[src/sv/assert_macros.svh]
// Assertion helpers for the parser RTL.
// Each helper expects a signal named clk, and ASSERT_CLK also arst_n, in the module that uses it.
`ifndef ASSERT_MACROS_SVH
`define ASSERT_MACROS_SVH

// Check on every rising clock edge, and skip the check while reset is asserted.
`define ASSERT_CLK(lbl, prop, msg) \
	lbl: assert property (@(posedge clk) disable iff (!arst_n) prop) else $error(msg);

// Check on every rising clock edge, including the edges seen during reset.
`define ASSERT_ALWAYS(lbl, prop, msg) \
	lbl: assert property (@(posedge clk) prop) else $error(msg);

`endif

[src/sv/fsfp_pkg.sv]
package fsfp_pkg;

	localparam logic [7:0] SYNC_BYTE  = 8'hAA;
	localparam logic [7:0] FUNC_LIMIT = 8'hF1;

	localparam logic [7:0] FUNC_FLOW     = 8'h51;
	localparam logic [7:0] FUNC_ALT      = 8'h52;
	localparam logic [7:0] FUNC_IMU      = 8'h53;
	localparam logic [7:0] FUNC_ATTITUDE = 8'h54;

	localparam logic [3:0] KIND_UNKNOWN    = 4'd0;
	localparam logic [3:0] KIND_RAW_FLOW   = 4'd1;
	localparam logic [3:0] KIND_FUSED_FLOW = 4'd2;
	localparam logic [3:0] KIND_RAW_ALT    = 4'd3;
	localparam logic [3:0] KIND_FUSED_ALT  = 4'd4;
	localparam logic [3:0] KIND_RAW_IMU    = 4'd5;
	localparam logic [3:0] KIND_FILT_IMU   = 4'd6;
	localparam logic [3:0] KIND_EULER      = 4'd7;
	localparam logic [3:0] KIND_QUAT       = 4'd8;

	localparam int HEAD_DEPTH = 13;
	localparam int HEAD_IDX_W = $clog2(HEAD_DEPTH);
	localparam int LEN_W      = 6;
	localparam int N_VALUES   = 6;

	// Frame queue between the parser and the decoder; depth is a power of two.
	localparam int QUEUE_DEPTH = 2;

	typedef enum logic [2:0] {
		PH_IDLE,
		PH_SYNC2,
		PH_FUNC,
		PH_LEN,
		PH_PAYLOAD,
		PH_CHECK
	} phase_t;

	typedef struct packed {
		logic [7:0]                  func;
		logic [LEN_W-1:0]            len;
		logic [HEAD_DEPTH-1:0][7:0]  head;
	} frame_t;

	typedef struct packed {
		logic   valid;
		frame_t frame;
	} push_t;

	typedef struct packed {
		logic   valid;
		frame_t frame;
	} pop_t;

	typedef struct packed {
		logic [7:0]                  func_code;
		logic [7:0]                  sub_format;
		logic [3:0]                  kind;
		logic [LEN_W-1:0]            payload_length;
		logic [7:0]                  quality;
		logic [7:0]                  light_level;
		logic [N_VALUES-1:0][15:0]   value;
	} result_t;

	function automatic logic [15:0] be16(logic [HEAD_DEPTH-1:0][7:0] head, int pos);
		return {head[pos], head[pos+1]};
	endfunction

	function automatic logic [15:0] sext8(logic [7:0] b);
		return {{8{b[7]}}, b};
	endfunction

	function automatic result_t decode_frame(frame_t f);
		result_t    r;
		logic [7:0] sub;
		sub              = f.head[0];
		r                = '0;
		r.func_code      = f.func;
		r.sub_format     = sub;
		r.payload_length = f.len;
		r.kind           = KIND_UNKNOWN;
		if (sub <= 8'd1) begin
			unique case (f.func)
				FUNC_FLOW: begin
					r.quality = f.head[1];
					if (sub == 8'd0) begin
						r.kind        = KIND_RAW_FLOW;
						r.value[0]    = sext8(f.head[2]);
						r.value[1]    = sext8(f.head[3]);
						r.light_level = f.head[4];
					end else begin
						r.kind        = KIND_FUSED_FLOW;
						for (int i = 0; i < 4; i++)
							r.value[i] = be16(f.head, 2 + 2 * i);
						r.light_level = f.head[10];
					end
				end
				FUNC_ALT: begin
					r.kind     = sub[0] ? KIND_FUSED_ALT : KIND_RAW_ALT;
					r.value[0] = be16(f.head, 1);
				end
				FUNC_IMU: begin
					r.kind = sub[0] ? KIND_FILT_IMU : KIND_RAW_IMU;
					for (int i = 0; i < 6; i++)
						r.value[i] = be16(f.head, 1 + 2 * i);
				end
				FUNC_ATTITUDE: begin
					r.kind = sub[0] ? KIND_QUAT : KIND_EULER;
					for (int i = 0; i < 3; i++)
						r.value[i] = be16(f.head, 1 + 2 * i);
					if (sub[0])
						r.value[3] = be16(f.head, 7);
				end
				default: r.kind = KIND_UNKNOWN;
			endcase
		end
		return r;
	endfunction

endpackage

[src/sv/flow_sensor_frame_parser.sv]
// Frame parser for an optical-flow sensor byte stream.
// Input channel: in_valid / in_ready / rx_byte, one received byte per request.
// Output channel: out_valid / out_ready and one port per decoded field; one
// request per frame whose 8-bit sum checksum matches.
// A frame is 0xAA 0xAA, function (< 0xF1), length (1..MAX_PAYLOAD), payload,
// checksum. Bytes that break the expected phase return the hunt to idle.
// Throughput: one byte per cycle. in_ready drops only on a checksum byte while
// the two-entry frame queue is full, i.e. when two frames already wait behind
// a result that the receiver has not taken.
// Path of a result: the edge that accepts the checksum byte writes the frame
// into the queue; once it is at the queue head and the output register is
// empty or being drained, it moves through the decoder into that register.
// A stalled receiver holds the output register; finished frames pile up in
// the queue while the parser keeps taking payload bytes.
// Reset: hunt returns to idle, queue empties, out_valid drops. No clearing
// pass is needed; the payload head is zeroed at every length byte.
module flow_sensor_frame_parser #(
	parameter int MAX_PAYLOAD = 44
) (
	input  logic               clk,
	input  logic               arst_n,
	input  logic               in_valid,
	output logic               in_ready,
	input  logic [7:0]         rx_byte,
	output logic               out_valid,
	input  logic               out_ready,
	output logic [7:0]         func_code,
	output logic [7:0]         sub_format,
	output logic [3:0]         kind,
	output logic [5:0]         payload_length,
	output logic [7:0]         quality,
	output logic [7:0]         light_level,
	output logic signed [15:0] value0,
	output logic signed [15:0] value1,
	output logic signed [15:0] value2,
	output logic signed [15:0] value3,
	output logic signed [15:0] value4,
	output logic signed [15:0] value5
);
	import fsfp_pkg::*;

	push_t   push;
	pop_t    q_head;
	logic    q_full;
	logic    pop;
	result_t result;

	// Front: hunt for sync, track sum and capture the payload head.
	fsfp_front #(
		.MAX_PAYLOAD(MAX_PAYLOAD)
	) u_front (
		.clk     (clk),
		.arst_n  (arst_n),
		.in_valid(in_valid),
		.in_ready(in_ready),
		.rx_byte (rx_byte),
		.q_full  (q_full),
		.push    (push)
	);

	// Queue of checked frames; decouples parsing from the receiver.
	fsfp_queue u_queue (
		.clk   (clk),
		.arst_n(arst_n),
		.push  (push),
		.full  (q_full),
		.head  (q_head),
		.pop   (pop)
	);

	// Back: decode the frame kind and fields into the output register.
	fsfp_back u_back (
		.clk      (clk),
		.arst_n   (arst_n),
		.head     (q_head),
		.pop      (pop),
		.out_valid(out_valid),
		.out_ready(out_ready),
		.result   (result)
	);

	assign func_code      = result.func_code;
	assign sub_format     = result.sub_format;
	assign kind           = result.kind;
	assign payload_length = result.payload_length;
	assign quality        = result.quality;
	assign light_level    = result.light_level;
	assign value0         = $signed(result.value[0]);
	assign value1         = $signed(result.value[1]);
	assign value2         = $signed(result.value[2]);
	assign value3         = $signed(result.value[3]);
	assign value4         = $signed(result.value[4]);
	assign value5         = $signed(result.value[5]);

endmodule

[src/sv/fsfp_front.sv]
module fsfp_front #(
	parameter int MAX_PAYLOAD = 44
) (
	input  logic            clk,
	input  logic            arst_n,
	input  logic            in_valid,
	output logic            in_ready,
	input  logic [7:0]      rx_byte,
	input  logic            q_full,
	output fsfp_pkg::push_t push
);
	import fsfp_pkg::*;

	localparam logic [7:0] MAX_LEN = 8'(MAX_PAYLOAD);

	phase_t                     phase_q, phase_d;
	logic [LEN_W-1:0]           remain_q;
	logic [LEN_W-1:0]           index_q;
	logic [7:0]                 sum_q;
	logic [7:0]                 func_q;
	logic [HEAD_DEPTH-1:0][7:0] head_q;
	logic                       accept;

	assign accept = in_valid && in_ready;

	// Next phase of the hunt.
	always_comb begin
		phase_d = phase_q;
		if (accept) begin
			unique case (phase_q)
				PH_IDLE:    phase_d = (rx_byte == SYNC_BYTE) ? PH_SYNC2 : PH_IDLE;
				PH_SYNC2:   phase_d = (rx_byte == SYNC_BYTE) ? PH_FUNC : PH_IDLE;
				PH_FUNC:    phase_d = (rx_byte < FUNC_LIMIT) ? PH_LEN : PH_IDLE;
				PH_LEN:     phase_d = (rx_byte <= MAX_LEN) ? PH_PAYLOAD : PH_IDLE;
				PH_PAYLOAD: begin
					if (remain_q == '0)
						phase_d = PH_IDLE;
					else if (remain_q == LEN_W'(1))
						phase_d = PH_CHECK;
				end
				PH_CHECK:   phase_d = PH_IDLE;
				default:    phase_d = PH_IDLE;
			endcase
		end
	end

	// Hold the checksum byte while the queue has no room; push the frame when its sum matches.
	always_comb begin
		in_ready       = !(phase_q == PH_CHECK && q_full);
		push.valid     = accept && phase_q == PH_CHECK && sum_q == rx_byte;
		push.frame.func = func_q;
		push.frame.len  = index_q;
		push.frame.head = head_q;
	end

	always_ff @(posedge clk or negedge arst_n) begin
		if (!arst_n) begin
			phase_q  <= PH_IDLE;
			remain_q <= '0;
			index_q  <= '0;
		end else begin
			phase_q <= phase_d;
			if (accept && phase_q == PH_LEN && rx_byte <= MAX_LEN) begin
				remain_q <= rx_byte[LEN_W-1:0];
				index_q  <= '0;
			end else if (accept && phase_q == PH_PAYLOAD && remain_q != '0) begin
				remain_q <= remain_q - LEN_W'(1);
				index_q  <= index_q + LEN_W'(1);
			end
		end
	end

	always_ff @(posedge clk) begin
		if (accept) begin
			unique case (phase_q)
				PH_IDLE:  sum_q <= rx_byte;
				PH_SYNC2: sum_q <= sum_q + rx_byte;
				PH_FUNC: begin
					func_q <= rx_byte;
					sum_q  <= sum_q + rx_byte;
				end
				PH_LEN: begin
					sum_q  <= sum_q + rx_byte;
					head_q <= '0;
				end
				PH_PAYLOAD: begin
					if (remain_q != '0) begin
						sum_q <= sum_q + rx_byte;
						if (index_q < LEN_W'(HEAD_DEPTH))
							head_q[index_q[HEAD_IDX_W-1:0]] <= rx_byte;
					end
				end
				default: ;
			endcase
		end
	end

endmodule

[src/sv/fsfp_queue.sv]
`include "assert_macros.svh"

module fsfp_queue (
	input  logic            clk,
	input  logic            arst_n,
	input  fsfp_pkg::push_t push,
	output logic            full,
	output fsfp_pkg::pop_t  head,
	input  logic            pop
);
	import fsfp_pkg::*;

	localparam int PTR_W = (QUEUE_DEPTH > 1) ? $clog2(QUEUE_DEPTH) : 1;
	localparam int CNT_W = $clog2(QUEUE_DEPTH + 1);

	frame_t           slot_q [QUEUE_DEPTH];
	logic [PTR_W-1:0] wr_ptr_q, rd_ptr_q;
	logic [CNT_W-1:0] count_q;

	assign full       = count_q == CNT_W'(QUEUE_DEPTH);
	assign head.valid = count_q != '0;
	assign head.frame = slot_q[rd_ptr_q];

	always_ff @(posedge clk or negedge arst_n) begin
		if (!arst_n) begin
			wr_ptr_q <= '0;
			rd_ptr_q <= '0;
			count_q  <= '0;
		end else begin
			if (push.valid)
				wr_ptr_q <= wr_ptr_q + PTR_W'(1);
			if (pop)
				rd_ptr_q <= rd_ptr_q + PTR_W'(1);
			if (push.valid && !pop)
				count_q <= count_q + CNT_W'(1);
			else if (pop && !push.valid)
				count_q <= count_q - CNT_W'(1);
		end
	end

	always_ff @(posedge clk) begin
		if (push.valid)
			slot_q[wr_ptr_q] <= push.frame;
	end

	`ASSERT_CLK(a_count_bound, count_q <= CNT_W'(QUEUE_DEPTH), "frame queue count overflow")
	`ASSERT_CLK(a_no_push_full, push.valid |-> !full, "frame pushed into full queue")
	`ASSERT_CLK(a_no_pop_empty, pop |-> head.valid, "frame popped from empty queue")

endmodule

[src/sv/fsfp_back.sv]
module fsfp_back (
	input  logic              clk,
	input  logic              arst_n,
	input  fsfp_pkg::pop_t    head,
	output logic              pop,
	output logic              out_valid,
	input  logic              out_ready,
	output fsfp_pkg::result_t result
);
	import fsfp_pkg::*;

	logic    out_valid_q;
	result_t result_q;

	// Refill the output register when it is empty or being drained.
	assign pop       = head.valid && (!out_valid_q || out_ready);
	assign out_valid = out_valid_q;
	assign result    = result_q;

	always_ff @(posedge clk or negedge arst_n) begin
		if (!arst_n)
			out_valid_q <= 1'b0;
		else if (pop)
			out_valid_q <= 1'b1;
		else if (out_ready)
			out_valid_q <= 1'b0;
	end

	always_ff @(posedge clk) begin
		if (pop)
			result_q <= decode_frame(head.frame);
	end

endmodule

[config.mk]
export PLATFORM = sky130hd
export DESIGN_NAME = flow_sensor_frame_parser
export DESIGN_NICKNAME = d
export VERILOG_FILES = /design/src/sv/fsfp_pkg.sv /design/src/sv/flow_sensor_frame_parser.sv /design/src/sv/fsfp_front.sv /design/src/sv/fsfp_queue.sv /design/src/sv/fsfp_back.sv
export VERILOG_INCLUDE_DIRS = /design/src /design/src/sv
export SDC_FILE = /design/constraint.sdc
export NUM_CORES = 1
export LEC_CHECK = 0
export ABC_AREA = 1
export BUFFER_PORTS_ARGS = -buffer_cell sky130_fd_sc_hd__buf_2
export CAP_MARGIN = 25
export CORE_ASPECT_RATIO = 1.2
export CORE_MARGIN = 2
export CORE_UTILIZATION = 45
export CTS_BUF_LIST = sky130_fd_sc_hd__clkbuf_4
export DETAILED_ROUTE_END_ITERATION = 10
export REMOVE_ABC_BUFFERS = 1
export SLEW_MARGIN = 10
export SYNTH_ARGS = -nofsm -noshare
export SYNTH_HDL_FRONTEND = slang
export SYNTH_SLANG_ARGS = --single-unit
[constraint.sdc]
create_clock -name clk -period 16.9 [get_ports clk]
set_clock_uncertainty 0.1 [all_clocks]
set_input_delay 5.07 -clock clk [delete_from_list [all_inputs] [get_ports clk]]
set_output_delay 5.07 -clock clk [all_outputs]
set_load 0.05 [all_outputs]
Yosys cells after proc, flatten, opt, wreduce, memory -nomap -nowiden
Memories as Yosys holds them, arrays and structs flattened.
Cells that the tools add are included.

word-level totals
  register bits = 278
  memory bits (writable) = 236
  input bits = 12
  output and inout bits = 140
  logic and storage cells = 135
  memories kept = 1

operators by class
  add/sub/neg operators = 7
  order comparisons = 6
  eq/ne operators = 16
  multiplexer cells = 36
  reductions and logical operators = 35

memories
  name            words  width  read ports  clocked after Yosys merged registers in  wr ports  line              text
  u_queue.slot_q  2      118    1           0                                        1         fsfp_queue.sv:16  frame_t slot_q [QUEUE_DEPTH];

operators by type and width
  operator                                                         number
  2-to-1 mux 104 bit                                               2
  one-hot mux 104 bit (2 select lines)                             1
  one-hot mux 48 bit (3 select lines)                              1
  bitwise mux 104 bit                                              1
  2-to-1 mux 32 bit                                                2
  demux 8 bit (select 4 bit)                                       1
  == test 8 x 7 -> 1 bit (second input constant)                   4
  one-hot mux 16 bit (2 select lines)                              1
  2-to-1 mux 6 bit                                                 4
  2-to-1 mux 8 bit                                                 3
  one-hot mux 8 bit (3 select lines)                               1
  2-to-1 mux 16 bit                                                1
  one-hot mux 4 bit (4 select lines)                               1
  one-hot mux 3 bit (5 select lines)                               1
  logical AND 1 bit                                                12
  2-to-1 mux 2 bit                                                 6
  2-to-1 mux 3 bit                                                 4
  nonzero test 2 bit                                               5
  adder 8 bit                                                      1
  == test 8 bit                                                    1
  == test 8 bit (second input constant)                            1
  less-or-equal comparator 8 x 1 -> 1 bit (second input constant)  1
  less-or-equal comparator 8 x 6 -> 1 bit (second input constant)  1
  zero test 8 bit                                                  1
  28 further kinds                                                 43

Logic depth before layout (Yosys ltp)
Gate-level depths: netlist of the first run.

  word-level depth = 10
  mapped depth = 15
  depth with buffers taken out = 13

Modules after synthesis
From an unflattened synthesis of the first run, not the netlist that was laid out.

unflattened totals
  cells, all modules = 1819
  area, all modules = 22345.2 sq um

by module, submodules not included
  module      instances  cells an instance  area each (sq um)  seq. area each (sq um)
  fsfp_queue  1          392                8764.7             7186.9
  fsfp_front  1          704                6815.3             3978.8
  fsfp_back   1          723                6765.2             4169.0

Least setup slack after synthesis of the first run
OpenSTA, ideal clock, no wires.

  kind = input to register
  from = in out_ready
  to = reg u_queue.count_q[1]
  setup time = 0.131 ns
  arrival = 13.181 ns
  data required time = 16.669 ns
  path slack = 3.489 ns
  stages on the path = 7
  path buffers = 0
  path through = nor2_1 a21oi_1 inv_1 ha_1 a21oi_1 o21ai_0 xor2_1

on the way
  word-level cells in the longest chain between the ends = 5
  elaborated cells between the ends (all ways) = 7
  those cells by class = 1 x mux; 6 x reduce/logical

RTL lines
  what                                                    line                            text
  from (decl)                                             flow_sensor_frame_parser.sv:26  input logic out_ready,
  logical OR 1 bit (*)                                    fsfp_back.sv:16                 assign pop = head.valid && (!out_valid_q || out_ready);
  logical AND 1 bit (*)                                   fsfp_back.sv:16
  via pop                                                 flow_sensor_frame_parser.sv:45  logic pop;
  zero test 1 bit                                         fsfp_queue.sv:34                if (push.valid && !pop)
  logical AND 1 bit                                       fsfp_queue.sv:34
  2-to-1 mux 2 bit or nonzero test 2 bit (tied branches)  -
  to (signal assigned)                                    fsfp_queue.sv:35                count_q <= count_q + CNT_W'(1);
  to (signal assigned)                                    fsfp_queue.sv:37                count_q <= count_q - CNT_W'(1);
  to (decl)                                               fsfp_queue.sv:18                logic [CNT_W-1:0] count_q;

Mark *: on every way through the listed nets, which the timed path passes. The rest lies on a longest branch.
A chain may end at the register's enable or synchronous reset.

Final worst setup path of the first run
  from = in rx_byte[5]
  to = mem u_queue.slot_q[1][115] (netlist bit) (enable)

on the way
  word-level cells in the longest chain between the ends = 4

RTL lines
  what                                    line                            text
  from (decl)                             flow_sensor_frame_parser.sv:24  input logic [7:0] rx_byte,
  == test 8 bit                           fsfp_front.sv:50                push.valid = accept && phase_q == PH_CHECK && sum_q == rx_byte;
  logical AND 1 bit                       fsfp_front.sv:50
  2-to-1 mux 1 bit                        fsfp_queue.sv:42                if (push.valid)
  2-to-1 mux 1 bit (not written as such)  fsfp_queue.sv:43                slot_q[wr_ptr_q] <= push.frame;
  to (decl)                               fsfp_queue.sv:16

No other way between the ends.

==> results of run 1 <==
-- metrics by stage --
stage	worst slack [ps]	cells	hold slack [ps]	cell area, um2
floorplan	3490	1736	321	21000
global placement	7890	2524	325	22700
detailed placement	7810	2524	334	22700
CTS	8750	2739	339	24200
global route	8530	2741	369	24200
finish	8730	2741	340	24200
-- Yosys cell counts, types with 5 or more instances --
cell type  number  area, um2
inv_2           5       18.8
o211ai_1       14        105
ha_1           14        175
buf_2          16       80.1
nor3_1         10       50.1
xor2_1          9       78.8
o21ai_0       160        801
buf_4           5       37.5
a21oi_1       154        771
dfrtp_1        20        500
nand2_2         8       50.1
nand2_1       421       1580
inv_1         206        773
o22ai_1         7       43.8
mux2i_1        30        300
nand3_1        51        255
clkbuf_1       53        199
nor2_1         93        349
edfxtp_1      494      14800
o21ai_1         5       25.0
-- layout make-up --
class,count,area (um2),area share (%)
timing repair buffer,166,888,3.66
inverter,215,810,3.34
clock buffer,177,1330,5.48
antenna,1,2.50,0.0103
multi-input combinational,1007,4890,20.2
clock inverter,38,203,0.836
tap,623,779,3.22
sequential,514,15300,63.3
-- worst max-delay path by stage --
stage | startpoint | end | cells after the start
final | rx_byte[5] | u_queue.slot_q[1][115]$_DFFE_PP_ | 8
after global routing | rx_byte[5] | u_queue.slot_q[1][87]$_DFFE_PP_ | 8
after CTS | rx_byte[5] | u_queue.slot_q[0][75]$_DFFE_PP_ | 8
after detailed placement | rx_byte[5] | u_queue.slot_q[0][75]$_DFFE_PP_ | 8
after global placement | rx_byte[5] | u_queue.slot_q[0][75]$_DFFE_PP_ | 8
after floorplan | out_ready | u_queue.count_q[1]$_DFFE_PN0P_ | 7
-- critical path, cell delays in order --
cell and delay, ps:
buf_2 330, ha_1 360, or2_2 310, nor3_1 220
nand4_1 280, nor2_4 450, buf_4 550, buf_4 850
-- registers in the layout, indices dropped and copies added, names as in the netlist --
name	flops
u_queue.wr_ptr_q	1
u_front.index_q	6
u_queue.count_q	2
u_front.remain_q	6
u_back.result	138
u_back.out_valid	1
u_queue.rd_ptr_q	1
u_front.push	104
u_front.sum_q	8
u_front.phase_q	3
u_queue.slot_q	236
u_front.func_q	8
-- logic make-up (layout without fill, tap and decap cells) --
family | count (synthesis) | in the layout | synth area share [%]
simple gates | 596 | 596 | 11.2
flops | 514 | 514 | 71.9
compound gates | 353 | 353 | 8.64
buf+inv | 293 | 596 | 5.41
mux | 30 | 30 | 1.41
fa+ha+maj | 15 | 15 | 0.915
xor+xnor | 13 | 13 | 0.534
other cells | 0 | 1 | 0
-- power groups by stage --
stage                     combinational [W]  sequential (W)  clock, W
final                               0.00126         0.00174  0.000981
after global routing                0.00135         0.00176   0.00107
after CTS                           0.00127         0.00174   0.00101
after detailed placement            0.00127         0.00177         0
after global placement              0.00126         0.00176         0
after floorplan                    0.000438         0.00229         0
-- layer usage --
metal | track usage, % | vias to the layer above | wire length [um]
met4 | 9.75 | 0 | 1700
met5 | 0 | - | 0
met2 | 34.1 | 438 | 24600
met3 | 3.61 | 103 | 2780
met1 | 26.1 | 6572 | 21100
li1 | - | 6727 | -
==> impl_metrics.json, run 1 <==
{
  "wirelength_mm": 50.1,
  "num_rows": 87,
  "vias": 13840,
  "area_growth_pct": 13.6,
  "seqPwrFrac_pct": 43.7,
  "post-route-period-util_pct": 48.3,
  "hold_path.class": "flip-flop to flip-flop",
  "worstMarginPinSlew_ps": 1010,
  "cp_max_fo": 67,
  "layout-drive-gt1-share_pct": 18.0,
  "gp_congestion": 0.847,
  "grt_max_degree": 101,
  "drv_slew": 0,
  "rr_worst_depth": 12,
  "worstSetupPathType": "input port to flip-flop",
  "final_common_cell": "edfxtp_1",
  "peakVddDrop_mv": 0.0987,
  "dpl.hpwl_mm": 32.3,
  "final_cell_mix": "edfxtp_1, nand2_1, inv_1",
  "gr-total-overflow": 0,
  "rrSetupSlack_ps": 12370,
  "clkPwrFrac_pct": 24.7,
  "tns_ps": 0,
  "maxCapViolCount": 0,
  "drt_iter0_markers": 947,
  "cp.arrival_ps": 8500,
  "power_leakage_nw": 9.89,
  "clockRootBuffer": "clkbuf_4",
  "min_period_ps": 8170,
  "post-cts-setup-buffers": 0,
  "first_pass_iters": 7,
  "powerDensity_nw_per_um2": 164,
  "status": "completed",
  "fmax_mhz": 122,
  "yosys_most_used_dff": "edfxtp_1",
  "ys_ff_latch": 514,
  "postCtsHoldBufs": 0,
  "ctsLongestPathBuffers": 3,
  "core_um2": 46900,
  "required_ps": 17230,
  "wl_per_cell_um": 18.3,
  "rsz0062_at_grt": "false",
  "ys_warn_count": 0,
  "grt_pass1_vias": 13616,
  "setup_viol": 0,
  "netlist_instances": 1814,
  "ys_types": 41,
  "nFillCells": 4208,
  "netlist_area_um2": 21300,
  "htreeDepth": 3,
  "power_frac_comb_pct": 31.7,
  "hold_start": "u_front.push[94]$_SDFFCE_PP0P_",
  "ioPinCount": 152,
  "relSlewSlack_pct": 32.9,
  "worstReg2RegEnd": "u_back.result[22]$_SDFFCE_PP0P_",
  "die_width_um": 203,
  "initial_core_util_pct": 45.5,
  "viasPerCell": 5.05,
  "post_cts_resized": 0,
  "switching_share_pct": 39.7,
  "grt_usage_pct": 20.5,
  "r2r_start": "u_queue.rd_ptr_q$_DFFE_PN0P_",
  "hold_depth": 0,
  "whs_endpoint": "u_queue.slot_q[0][94]$_DFFE_PP_",
  "cts_tree": "built",
  "num-nets-final": 2051,
  "start_kind": "input port",
  "port_buffers": 151,
  "post-route-util_pct": 51.7,
  "finalHoldViolCount": 0,
  "cts_made_buffers": 120,
  "ys_seq_area_share_pct": 71.9,
  "power_w": 0.00398,
  "synth-edff-count": 494,
  "cp-end-kind": "flip-flop",
  "chipHeight_um": 243,
  "p_sw_w": 0.00158,
  "clock_sinks": 514,
  "grt_pass1_wl_mm": 76.9,
  "drcViolationCount": 0,
  "antenna_found_initial": 1,
  "antenna_left": 0,
  "clk_latency_ps": 870,
  "async_reset_ff_share_pct": 3.89,
  "clkTransAtPathRegs_ps": 60,
  "p_int_w": 0.00240,
  "dieArea_um2": 49200,
  "syn_avg_cell_area_um2": 11.8
}
(Power assumes the default switching activity.)
==> run 2: changes to the inputs <==
==> constraint.sdc (replaced) <==
create_clock -name clk -period 6.7 [get_ports clk]
set_clock_uncertainty 0.1 [all_clocks]
set_input_delay 2.01 -clock clk [delete_from_list [all_inputs] [get_ports clk]]
set_output_delay 2.01 -clock clk [all_outputs]
set_load 0.05 [all_outputs]
==> run 2 against run 1 <==
- sequential share of layout area grew 0.098 points
- worst setup slack got worse by 6400 ps
- sequential cell count stayed put
- non-clock buffer count is 1 higher
- critical path depth up 4
- power grew to 2.5 times the previous value
- utilization decreased by 0.080 points
- via count about the same
- combinational power grew to 2.5 times the previous value
- sequential power grew to 2.5 times the previous value
- critical endpoint is now u_back.result[36]$_SDFFCE_PP0P_
- largest power group unchanged
==> impl_metrics.json, run 2 (synthesized netlist as in run 1, its figures left out) <==
{
  "status": "completed",
  "fmax_mhz": 228,
  "gp_congestion": 0.848,
  "clock_sinks": 514,
  "drcViolationCount": 0,
  "ioPinCount": 152,
  "cts_tree": "built",
  "core_um2": 46900,
  "worstMarginPinSlew_ps": 1020,
  "cp.arrival_ps": 4840,
  "post-route-period-util_pct": 65.3,
  "nFillCells": 4159,
  "post-cts-setup-buffers": 0,
  "cp_cell_sequence": "buf_4, nand2_1, o21ai_2, nand2_1, nor2_4, nand2_2, nand2_2, inv_2, nand2_1, o21ai_0, nand2_1, inv_1",
  "chipHeight_um": 243,
  "powerDensity_nw_per_um2": 412,
  "htreeDepth": 3,
  "stdcell_area_um2": 24200,
  "cp-end-kind": "flip-flop",
  "viasPerCell": 5.05,
  "grt_max_degree": 101,
  "drv_slew": 0,
  "drt_iter0_markers": 960,
  "postCtsHoldBufs": 0,
  "num-nets-final": 2051,
  "clkPwrFrac_pct": 24.3,
  "power_frac_comb_pct": 31.6,
  "hold_path.class": "flip-flop to flip-flop",
  "power_leakage_nw": 9.90,
  "clk_latency_ps": 860,
  "layout-drive-gt1-share_pct": 18.4,
  "grt_pass1_vias": 13759,
  "register_area_um2": 15300,
  "slowest_stage": "dfrtp_4",
  "setup_viol": 0,
  "worstSetupPathType": "flip-flop to flip-flop",
  "slowest_delay_ps": 940,
  "ctsLongestPathBuffers": 3,
  "area_growth_pct": 13.4,
  "dpl.hpwl_mm": 32.2,
  "cts_made_buffers": 119,
  "p_sw_w": 0.00396,
  "port_buffers": 151,
  "rsz0062_at_grt": "false",
  "final_cell_mix": "edfxtp_1, nand2_1, inv_1",
  "wirelength_mm": 50.2,
  "switching_share_pct": 39.7,
  "start_kind": "flip-flop",
  "placed_area_um2": 22700,
  "first_pass_iters": 7,
  "dpl_worst_slack_ps": 1650,
  "num_rows": 87,
  "top_register": "u_queue.slot_q",
  "largest_reg_flops": 236,
  "clockRootBuffer": "clkbuf_4",
  "dieArea_um2": 49200,
  "post_cts_resized": 0,
  "final_common_cell": "edfxtp_1",
  "initial_core_util_pct": 45.5,
  "grt_usage_pct": 20.6,
  "gr-total-overflow": 0,
  "finalHoldViolCount": 0,
  "setup_ws_ps": 2320,
  "antenna_left": 0,
  "seqPwrFrac_pct": 44.1,
  "multi_input_area_um2": 4900,
  "required_ps": 7160,
  "antenna_found_initial": 1,
  "peakVddDrop_mv": 0.245,
  "cp_max_fo": 59,
  "grt_pass1_wl_mm": 77.2,
  "relSlewSlack_pct": 31.7,
  "wl_per_cell_um": 18.3,
  "min_period_ps": 4380,
  "maxCapViolCount": 0,
  "worst_hold_slack_ps": 340,
  "clkTransAtPathRegs_ps": 70,
  "vias": 13842,
  "p_int_w": 0.00601,
  "die_width_um": 203,
  "critPathMostFrequentCell": "nand2_1"
}
run 2: metrics by stage:
| step | setup TNS, ps | std cells | total power, W | util [%] |
|---|---|---|---|---|
| final | 0 | 2743 | 0.00998 | 51.6 |
| after global routing | 0 | 2743 | 0.0105 | 51.6 |
| after CTS | 0 | 2740 | 0.0101 | 51.6 |
| after detailed placement | 0 | 2524 | 0.00765 | 48.3 |
| after global placement | 0 | 2524 | 0.00761 | 48.3 |
| after floorplan | -1085960 | 1736 | 0.00689 | - |
run 2: metal layers:
metal  track usage [%]  part of all wire (%)  vias up
met5                 0                     0        -
met4              10.1                   3.7        0
met3              3.63                   5.2      121
met2              34.5                    49      422
met1              25.8                    42     6579
li1                  -                     -     6720
run 2: power by group through the flow:
stage	sequential, W	clock (W)	combinational, W
2_1_floorplan	0.00579	0	0.00110
3_3_place_gp	0.00447	0	0.00315
3_5_place_dp	0.00448	0	0.00317
4_1_cts	0.00442	0.00250	0.00318
5_1_grt	0.00446	0.00266	0.00338
6_report	0.00440	0.00242	0.00315
run 2: final timing paths:
kind	depth (start not counted)	start	to	slack (ps)
min in group asynchronous	1	arst_n	u_front.index_q[0]$_DFFE_PN0P_	1040
min	0	u_front.push[17]$_SDFFCE_PP0P_	u_queue.slot_q[1][17]$_DFFE_PP_	340
max reg2reg	12	u_queue.rd_ptr_q$_DFFE_PN0P_	u_back.result[36]$_SDFFCE_PP0P_	2320
min reg2reg	0	u_front.push[17]$_SDFFCE_PP0P_	u_queue.slot_q[1][17]$_DFFE_PP_	340
max	12	u_queue.rd_ptr_q$_DFFE_PN0P_	u_back.result[36]$_SDFFCE_PP0P_	2320
max in group asynchronous	1	arst_n	u_queue.rd_ptr_q$_DFFE_PN0P_	5080
run 2: final cells by class:
class / count / area share (%)
Clock buffer: 183 / 5.68
Inverter: 215 / 3.34
Clock inverter: 33 / 0.543
Tap cell: 623 / 3.22
Sequential cell: 514 / 63.4
Multi-Input combinational cell: 1007 / 20.2
Timing Repair Buffer: 167 / 3.62
Antenna cell: 1 / 0.0103
run 2: critical path: cells and delay by family (launching register included):
family / cells / cell delay, ps
simple gates: 7 / 1720
flops: 1 / 940
buf+inv: 3 / 910
compound gates: 2 / 360
